$ cat src/rtl/core/rcps_pkg.sv
`timescale 1ns / 1ps
`default_nettype none
// ----------------------------------------------------------------------------
// rcps_pkg: shared definitions of the RC pulse capture and servo sequencer
// Channel count, counter widths, register indexes, item kinds and the
// reset table of the commanded pulse widths.
// ----------------------------------------------------------------------------
package rcps_pkg;

    localparam int CHANNELS     = 4;
    localparam int COUNTER_BITS = 16;
    localparam int PINS         = (CHANNELS < 4) ? CHANNELS : 4;
    localparam int CH_W         = (CHANNELS > 1) ? $clog2(CHANNELS) : 1;
    localparam int PHASE_W      = $clog2(2 * CHANNELS);
    localparam int CMD_W        = 11;
    localparam int CFG_W        = 16;
    localparam int DIV_W        = 7;
    localparam int DCNT_W       = 6;
    localparam int IDX_W        = 3;
    localparam int PORT_W       = 2;
    localparam int LEVEL_W      = 4;
    localparam int BYTE_W       = 8;

    localparam logic [DIV_W-1:0] DIV_MIN = DIV_W'(1);
    localparam logic [DIV_W-1:0] DIV_MAX = DIV_W'(64);

    localparam logic [COUNTER_BITS-1:0] COMPARE_RESET = COUNTER_BITS'(10);
    localparam logic [PHASE_W-1:0]      PHASE_RESET   = PHASE_W'(2 * CHANNELS - 1);

    localparam logic [CMD_W-1:0] CMD_RESET [8] = '{
        CMD_W'(1000), CMD_W'(1326), CMD_W'(1568), CMD_W'(1812),
        CMD_W'(1000), CMD_W'(1000), CMD_W'(1000), CMD_W'(1000)
    };

    localparam logic [CFG_W-1:0] MIN_WIDTH_RESET    = CFG_W'(125);
    localparam logic [CFG_W-1:0] MAX_WIDTH_RESET    = CFG_W'(250);
    localparam logic [CFG_W-1:0] SLOT_LENGTH_RESET  = CFG_W'(2000);
    localparam logic [CFG_W-1:0] FRAME_LENGTH_RESET = CFG_W'(20000);
    localparam logic [DIV_W-1:0] DIVIDER_RESET      = DIV_W'(8);

    typedef enum logic [IDX_W-1:0] {
        REG_MIN_WIDTH       = 3'd0,
        REG_MAX_WIDTH       = 3'd1,
        REG_SLOT_LENGTH     = 3'd2,
        REG_FRAME_LENGTH    = 3'd3,
        REG_CAPTURE_DIVIDER = 3'd4
    } cfg_index_t;

    localparam logic FUNC_TICK = 1'b0;
    localparam logic FUNC_MSG  = 1'b1;

    function automatic logic [LEVEL_W-1:0] gen_levels(input logic [PHASE_W-1:0] phase);
        logic [LEVEL_W-1:0] levels;
        levels = '0;
        for (int i = 0; i < PINS; i++)
        begin
            levels[i] = !phase[0] && (phase[PHASE_W-1:1] == (PHASE_W-1)'(i));
        end
        return levels;
    endfunction

endpackage
`default_nettype wire

$ cat src/rtl/core/rc_pulse_capture_and_servo_sequencer.sv
`timescale 1ns / 1ps
`default_nettype none
// ----------------------------------------------------------------------------
// rc_pulse_capture_and_servo_sequencer: four-channel RC pulse block
// Samples radio pins on tick items, measures pulse widths, sequences servo
// pulses in auto mode and mirrors the radio pins in manual mode. Message
// items write commanded widths or read back one byte.
//
//   Channel  Handshake            Payload
//   in       in_valid/in_ready    func, radio_levels, msg_first, msg_second
//   out      out_valid/out_ready  ctrl_levels, manual_mode, reply_valid,
//                                 reply_data
//   cfg      cfg_valid/cfg_ready  cfg_index, cfg_data
//
// An accepted item is held in the input register until its result is written
// into the result register, from which the out channel presents it.
// Between stalls one item is accepted per clock, set by the single update stage.
// The input register stalls only while a result waits and out_ready is low.
// Reset restores the configuration and state registers; cfg_ready is always high.
// ----------------------------------------------------------------------------
module rc_pulse_capture_and_servo_sequencer
(
    input  wire logic                           clk,
    input  wire logic                           rst_n,

    input  wire logic                           in_valid,
    output logic                                in_ready,
    input  wire logic                           func,
    input  wire logic [rcps_pkg::LEVEL_W-1:0]   radio_levels,
    input  wire logic [rcps_pkg::BYTE_W-1:0]    msg_first,
    input  wire logic [rcps_pkg::BYTE_W-1:0]    msg_second,

    output logic                                out_valid,
    input  wire logic                           out_ready,
    output logic [rcps_pkg::LEVEL_W-1:0]        ctrl_levels,
    output logic                                manual_mode,
    output logic                                reply_valid,
    output logic [rcps_pkg::BYTE_W-1:0]         reply_data,

    input  wire logic                           cfg_valid,
    output logic                                cfg_ready,
    input  wire logic [rcps_pkg::IDX_W-1:0]     cfg_index,
    input  wire logic [rcps_pkg::CFG_W-1:0]     cfg_data
);
    import rcps_pkg::*;

    logic                    in_valid_reg;
    logic                    func_reg;
    logic [LEVEL_W-1:0]      radio_reg;
    logic [BYTE_W-1:0]       msg_first_reg;
    logic [BYTE_W-1:0]       msg_second_reg;

    logic                    out_valid_reg;
    logic [LEVEL_W-1:0]      ctrl_levels_reg;
    logic                    manual_mode_reg;
    logic                    reply_valid_reg;
    logic [BYTE_W-1:0]       reply_data_reg;

    logic [CFG_W-1:0]        min_width_reg;
    logic [CFG_W-1:0]        max_width_reg;
    logic [CFG_W-1:0]        slot_length_reg;
    logic [CFG_W-1:0]        frame_length_reg;
    logic [DIV_W-1:0]        divider_reg;

    logic                    manual_reg, manual_next;
    logic [LEVEL_W-1:0]      prev_levels_reg, prev_levels_next;
    logic [COUNTER_BITS-1:0] capture_count_reg, capture_count_next;
    logic [DCNT_W-1:0]       divider_count_reg, divider_count_next;
    logic [COUNTER_BITS-1:0] edge_start_reg [CHANNELS];
    logic [COUNTER_BITS-1:0] edge_start_next [CHANNELS];
    logic [CFG_W-1:0]        measured_reg [CHANNELS];
    logic [CFG_W-1:0]        measured_next [CHANNELS];
    logic [CMD_W-1:0]        cmd_width_reg [CHANNELS];
    logic [CMD_W-1:0]        cmd_width_next [CHANNELS];
    logic [PHASE_W-1:0]      phase_reg, phase_next;
    logic [COUNTER_BITS-1:0] gen_count_reg, gen_count_next;
    logic [COUNTER_BITS-1:0] compare_reg, compare_next;
    logic [COUNTER_BITS-1:0] gap_reg, gap_next;

    logic                    advance;
    logic                    valid_next;
    logic [BYTE_W-1:0]       data_next;
    logic [LEVEL_W-1:0]      levels_next;

    logic [LEVEL_W-1:0]      rise;
    logic [LEVEL_W-1:0]      fall;
    logic [COUNTER_BITS-1:0] delta;
    logic [DIV_W-1:0]        div_eff;
    logic [DIV_W-1:0]        div_count_inc;
    logic [CH_W-1:0]         cur_ch;
    logic [CH_W-1:0]         next_ch;
    logic [COUNTER_BITS-1:0] next_width;
    logic [COUNTER_BITS-1:0] slots_before_last;
    logic [PORT_W-1:0]       port;
    logic                    port_ok;
    logic [CFG_W-1:0]        scaled_cmd;

    assign advance   = in_valid_reg && (!out_valid_reg || out_ready);
    assign in_ready  = !in_valid_reg || advance;
    assign cfg_ready = 1'b1;

    assign out_valid   = out_valid_reg;
    assign ctrl_levels = ctrl_levels_reg;
    assign manual_mode = manual_mode_reg;
    assign reply_valid = reply_valid_reg;
    assign reply_data  = reply_data_reg;

    assign slots_before_last = COUNTER_BITS'(32'(slot_length_reg) * (CHANNELS - 1));
    assign port    = msg_first_reg[5:4];
    assign port_ok = (32'(port) < CHANNELS);

    always_comb
    begin
        manual_next        = manual_reg;
        prev_levels_next   = prev_levels_reg;
        capture_count_next = capture_count_reg;
        divider_count_next = divider_count_reg;
        edge_start_next    = edge_start_reg;
        measured_next      = measured_reg;
        cmd_width_next     = cmd_width_reg;
        phase_next         = phase_reg;
        gen_count_next     = gen_count_reg;
        compare_next       = compare_reg;
        gap_next           = gap_reg;
        valid_next         = 1'b0;
        data_next          = '0;
        rise               = radio_reg & ~prev_levels_reg;
        fall               = prev_levels_reg & ~radio_reg;
        delta              = '0;
        cur_ch             = CH_W'(phase_reg[PHASE_W-1:1]);
        next_ch            = (cur_ch == CH_W'(CHANNELS - 1)) ? '0 : cur_ch + CH_W'(1);
        next_width         = COUNTER_BITS'(cmd_width_reg[next_ch]);
        scaled_cmd         = CFG_W'(cmd_width_reg[CH_W'(port)]) - {min_width_reg[CFG_W-3:0], 2'b00};

        if (divider_reg < DIV_MIN)
        begin
            div_eff = DIV_MIN;
        end
        else if (divider_reg > DIV_MAX)
        begin
            div_eff = DIV_MAX;
        end
        else
        begin
            div_eff = divider_reg;
        end
        div_count_inc = DIV_W'(divider_count_reg) + DIV_W'(1);

        if (func_reg == FUNC_TICK)
        begin
            for (int i = 0; i < PINS; i++)
            begin
                delta = capture_count_reg - edge_start_reg[i];
                if (delta > max_width_reg)
                begin
                    delta = max_width_reg;
                end
                if (delta < min_width_reg)
                begin
                    delta = min_width_reg;
                end
                if (rise[i])
                begin
                    edge_start_next[i] = capture_count_reg;
                end
                else if (fall[i])
                begin
                    measured_next[i] = delta - min_width_reg;
                end
            end
            if (rise[3])
            begin
                manual_next = 1'b1;
            end
            prev_levels_next = radio_reg;

            if (div_count_inc >= div_eff)
            begin
                divider_count_next = '0;
                capture_count_next = capture_count_reg + COUNTER_BITS'(1);
            end
            else
            begin
                divider_count_next = div_count_inc[DCNT_W-1:0];
            end

            if (!manual_next)
            begin
                if (gen_count_reg != compare_reg)
                begin
                    gen_count_next = gen_count_reg + COUNTER_BITS'(1);
                end
                else
                begin
                    gen_count_next = '0;
                    if (phase_reg[0])
                    begin
                        phase_next   = {PHASE_W'(next_ch)} << 1;
                        compare_next = next_width;
                        if (next_ch == CH_W'(CHANNELS - 1))
                        begin
                            gap_next = frame_length_reg - slots_before_last - next_width;
                        end
                        else
                        begin
                            gap_next = slot_length_reg - next_width;
                        end
                    end
                    else
                    begin
                        phase_next   = phase_reg + PHASE_W'(1);
                        compare_next = gap_reg;
                    end
                end
            end
        end
        else
        begin
            if (msg_first_reg[7])
            begin
                if ((^(msg_first_reg ^ msg_second_reg)) && port_ok)
                begin
                    cmd_width_next[CH_W'(port)] = {msg_first_reg[3:0], msg_second_reg[7:1]};
                end
            end
            else if (^msg_first_reg)
            begin
                valid_next = 1'b1;
                if (port_ok)
                begin
                    if (msg_first_reg[6])
                    begin
                        data_next = measured_reg[CH_W'(port)][BYTE_W-1:0];
                    end
                    else
                    begin
                        data_next = scaled_cmd[BYTE_W+1:2];
                    end
                end
            end
        end

        levels_next = manual_next ? prev_levels_next : gen_levels(phase_next);
    end

    always_ff @(posedge clk or negedge rst_n)
    begin
        if (!rst_n)
        begin
            in_valid_reg <= 1'b0;
        end
        else if (in_ready)
        begin
            in_valid_reg <= in_valid;
        end
    end

    always_ff @(posedge clk)
    begin
        if (in_ready && in_valid)
        begin
            func_reg       <= func;
            radio_reg      <= radio_levels;
            msg_first_reg  <= msg_first;
            msg_second_reg <= msg_second;
        end
    end

    always_ff @(posedge clk or negedge rst_n)
    begin
        if (!rst_n)
        begin
            out_valid_reg <= 1'b0;
        end
        else if (advance)
        begin
            out_valid_reg <= 1'b1;
        end
        else if (out_ready)
        begin
            out_valid_reg <= 1'b0;
        end
    end

    always_ff @(posedge clk)
    begin
        if (advance)
        begin
            ctrl_levels_reg <= levels_next;
            manual_mode_reg <= manual_next;
            reply_valid_reg <= valid_next;
            reply_data_reg  <= data_next;
        end
    end

    always_ff @(posedge clk or negedge rst_n)
    begin
        if (!rst_n)
        begin
            min_width_reg    <= MIN_WIDTH_RESET;
            max_width_reg    <= MAX_WIDTH_RESET;
            slot_length_reg  <= SLOT_LENGTH_RESET;
            frame_length_reg <= FRAME_LENGTH_RESET;
            divider_reg      <= DIVIDER_RESET;
        end
        else if (cfg_valid && cfg_ready)
        begin
            case (cfg_index_t'(cfg_index))
                REG_MIN_WIDTH:       min_width_reg    <= cfg_data;
                REG_MAX_WIDTH:       max_width_reg    <= cfg_data;
                REG_SLOT_LENGTH:     slot_length_reg  <= cfg_data;
                REG_FRAME_LENGTH:    frame_length_reg <= cfg_data;
                REG_CAPTURE_DIVIDER: divider_reg      <= cfg_data[DIV_W-1:0];
                default:             ;
            endcase
        end
    end

    always_ff @(posedge clk or negedge rst_n)
    begin
        if (!rst_n)
        begin
            manual_reg        <= 1'b0;
            prev_levels_reg   <= '0;
            capture_count_reg <= '0;
            divider_count_reg <= '0;
            phase_reg         <= PHASE_RESET;
            gen_count_reg     <= '0;
            compare_reg       <= COMPARE_RESET;
            gap_reg           <= '0;
            for (int i = 0; i < CHANNELS; i++)
            begin
                edge_start_reg[i] <= '0;
                measured_reg[i]   <= '0;
                cmd_width_reg[i]  <= CMD_RESET[i % 8];
            end
        end
        else if (advance)
        begin
            manual_reg        <= manual_next;
            prev_levels_reg   <= prev_levels_next;
            capture_count_reg <= capture_count_next;
            divider_count_reg <= divider_count_next;
            phase_reg         <= phase_next;
            gen_count_reg     <= gen_count_next;
            compare_reg       <= compare_next;
            gap_reg           <= gap_next;
            edge_start_reg    <= edge_start_next;
            measured_reg      <= measured_next;
            cmd_width_reg     <= cmd_width_next;
        end
    end

`ifndef SYNTHESIS
    a_manual_sticky: assert property (@(posedge clk) disable iff (!rst_n)
        manual_reg |=> manual_reg)
        else $error("manual mode was left");

    a_generator_frozen: assert property (@(posedge clk) disable iff (!rst_n)
        manual_reg |=> $stable(gen_count_reg) && $stable(phase_reg))
        else $error("generator moved in manual mode");

    a_message_no_count: assert property (@(posedge clk) disable iff (!rst_n)
        (advance && func_reg == FUNC_MSG) |=> $stable(capture_count_reg)
            && $stable(divider_count_reg) && $stable(prev_levels_reg))
        else $error("message item advanced the capture state");

    a_auto_one_pin: assert property (@(posedge clk) disable iff (!rst_n)
        (out_valid_reg && !manual_mode_reg) |-> $onehot0(ctrl_levels_reg))
        else $error("more than one generated pulse is high");

    a_reply_on_message: assert property (@(posedge clk) disable iff (!rst_n)
        (advance && func_reg == FUNC_TICK) |=> !reply_valid_reg)
        else $error("tick item produced a reply");
`endif

endmodule
`default_nettype wire

$ cat config.mk
export PLATFORM = sky130hd
export DESIGN_NAME = rc_pulse_capture_and_servo_sequencer
export DESIGN_NICKNAME = d
export VERILOG_FILES = /design/src/rtl/core/rcps_pkg.sv /design/src/rtl/core/rc_pulse_capture_and_servo_sequencer.sv
export SDC_FILE = /design/constraint.sdc
export NUM_CORES = 1
export LEC_CHECK = 0
export BUFFER_PORTS_ARGS = -buffer_cell sky130_fd_sc_hd__buf_2
export CAP_MARGIN = 20
export CORE_MARGIN = 5
export CORE_UTILIZATION = 40
export CTS_BUF_LIST = sky130_fd_sc_hd__clkbuf_8
export DETAILED_ROUTE_END_ITERATION = 7
export GPL_ROUTABILITY_DRIVEN = 0
export GPL_TIMING_DRIVEN = 0
export PLACE_DENSITY = 0.6
export SYNTH_ARGS = -nofsm -noshare
export SYNTH_HDL_FRONTEND = slang
export SYNTH_SLANG_ARGS = --single-unit
export TNS_END_PERCENT = 5
$ cat constraint.sdc
create_clock -name clk -period 10.85 [get_ports clk]
set_input_delay 0 -clock clk [delete_from_list [all_inputs] [get_ports clk]]
set_output_delay 0 -clock clk [all_outputs]
set_load 0.005 [all_outputs]
==> flow_summary.json <==
{
  "synth.yosys.seq_area_share_pct": 35.4,
  "grt_pass1_vias": 19600,
  "cpMostUsedCell": "a21o_1",
  "muxShareOfSynthArea_pct": 10.8,
  "die_x_um": 253,
  "crit_path_start_kind": "flip-flop",
  "wl_um": 67400,
  "rsz0062_at_grt": "false",
  "largest_register_ffs": 64,
  "nNetsFinal": 2972,
  "diodes": 0,
  "setup_tns_ns": 0,
  "synth_compound_area_share_pct": 13.9,
  "ant_nets": 0,
  "cts_setup_buffers": 0,
  "synth_cells": 2420,
  "synth_nets": 2769,
  "clock_path_buffers": 3,
  "htreeDepth": 2,
  "critPathKind": "reg2reg",
  "drc_errors": 0,
  "max_slew_margin_pct": 17.6,
  "cpPeakStageDelay_ns": 0.68,
  "hold_viol": 0,
  "synth_xor_area_share_pct": 6.03,
  "skew_ns": 0.0564,
  "routed_via_density": 5.52,
  "yosysWarnings": 0,
  "num-fill-cells": 5506,
  "start_util_pct": 40.3,
  "synthAdderAreaFrac_pct": 17.2,
  "clk_latency_ns": 0.69,
  "dieArea_mm2": 0.0642,
  "syn_to_final_growth_pct": 14.7,
  "first_pass_iters": 5,
  "layout_commonest_cell": "ha_1",
  "synth_flop_cell": "dfrtp_1",
  "routedWlPerCell_um": 19.6,
  "critPathMaxFanout": 10,
  "ios": 62,
  "chipHeight_um": 253,
  "synth-simple-area-share_pct": 12.7,
  "synthArstFlopShare_pct": 89.3,
  "antenna_found_initial": 1,
  "cts-root-buf": "clkbuf_8",
  "synth.avg_cell_area_um2": 9.79,
  "synth_cell_types": 71,
  "drt_iter0_markers": 1311,
  "grt_pass1_wl_um": 106000,
  "min_path_type": "in2reg",
  "status": "complete, no violations",
  "synth.cell_area_mm2": 0.0237,
  "synth_top_family_by_area": "adder cells",
  "vias": 19000,
  "drive_gt1_share_pct": 15.5,
  "maxSlewViolCount": 0,
  "rows": 89,
  "worstPathArrival_ns": 10.51,
  "cap_viol_max_count": 0,
  "synth_edf_count": 35,
  "core-area_mm2": 0.0588,
  "period_needed_ns": 9.98,
  "grt_remaining_overflow": 0,
  "port_buffers": 60,
  "tightest_slew_ns": 1.20,
  "max_freq_mhz": 100,
  "clk_pin_slew_worst_paths_ns": 0.07,
  "hpwl_um": 51200,
  "cts_tree": "done",
  "cts_inserted_buffers": 60,
  "cts.repair.resized": 0,
  "required_ns": 11.38,
  "grt_max_degree": 113,
  "min_period_over_period_pct": 92.0,
  "synth_seq_cells": 326,
  "grt.total_usage_pct": 20.7,
  "cp-end-kind": "flip-flop",
  "most-common-layout-cells": "ha_1 (269), dfrtp_1 (242), nand2_1 (236), o21ai_0 (227), inv_1 (196)",
  "cp_slowest_cell": "a221oi_1",
  "cts.sinks": 326,
  "setup_viol": 0
}
==> per-stage QoR <==
step	worst slack (ns)	cells	hold WS [ns]	util (%)	instance area, um2
global placement	1.11	3253	0.177	42.4	25000
finish	0.866	3448	0.142	46.2	27200
detailed placement	1.00	3256	0.0237	42.6	25000
floorplan	3.22	2420	-0.296	-	23700
global route	0.375	3448	0.133	46.2	27200
CTS	0.972	3447	0.0704	46.2	27200
==> cell families after synthesis <==
group	after synthesis
adder cells (fa/ha/maj)	304
multiplexers	203
XOR/XNOR	163
AO/OA/AOI/OAI	549
flip-flops	326
AND/OR/NAND/NOR	632
other	1
buffers and inverters	242
==> cell usage after synthesis (all sizes together) (45+ instances only) <==
master,instances,share of area [%]
ha,269,14
dfrtp,242,26
nand2,236,3.7
o21ai,229,4.8
inv,171,2.7
mux2,153,7.3
xnor2,132,4.9
nor2,131,2.1
a21oi,130,2.8
clkbuf,58,0.92
a21o,57,1.8
dfstp,49,5.4
nand4,45,1.2
==> critical path: cells and delay by family, from the launching register on <==
family,cells,cell delay [ns]
AND/OR/NAND/NOR,8,1.45
XOR/XNOR,2,0.47
flip-flops,1,0.51
buffers and inverters,3,1.02
AO/OA/AOI/OAI,20,5.03
adder cells (fa/ha/maj),4,1.43
==> per-layer routing <==
layer  share of wire, %  GRT usage (%)  up-vias  wire (um)
met5                  0              0        -          0
met4                4.0           8.50        0       2710
met3                4.6           2.66      133       3080
met2                 48           35.2      461      32200
met1                 44           26.7     9410      29400
li1                   -              -     9041          -
==> cell type report <==
cell class                      count  area (um2)  share of cell area, %
Buffer                             71         285                   1.05
Clock buffer                       72         991                   3.65
Clock inverter                     42         364                   1.34
Inverter                          171         642                   2.36
Multi-Input combinational cell   1852       14400                   52.9
Sequential cell                   326        8390                   30.9
Tap cell                          773         967                   3.56
Timing Repair Buffer              141        1160                   4.28
==> final timing paths <==
kind | startpoint | endpoint | slack, ns | depth (start not counted)
setup / recovery | capture_count_reg[1] | measured_reg[7] | 0.87 | 37
hold / removal | cfg_data[12] | min_width_reg[12] | 0.14 | 4
setup reg to reg | capture_count_reg[1] | measured_reg[7] | 0.87 | 37
hold reg to reg | gap_reg[7] | gap_reg[7] | 0.48 | 2
max in group asynchronous | rst_n | measured_reg[0] | 9.64 | 4
min in group asynchronous | rst_n | divider_reg[3] | 0.57 | 3
==> timing repair <==
action | in CTS | in global routing
hold buffers | 77 | 0
hold endpoints to repair | 357 | 0
setup endpoints to repair | 0 | 0
Power is not shown: default switching activity piles up to over one toggle a cycle in this logic, so the estimate is an artifact.
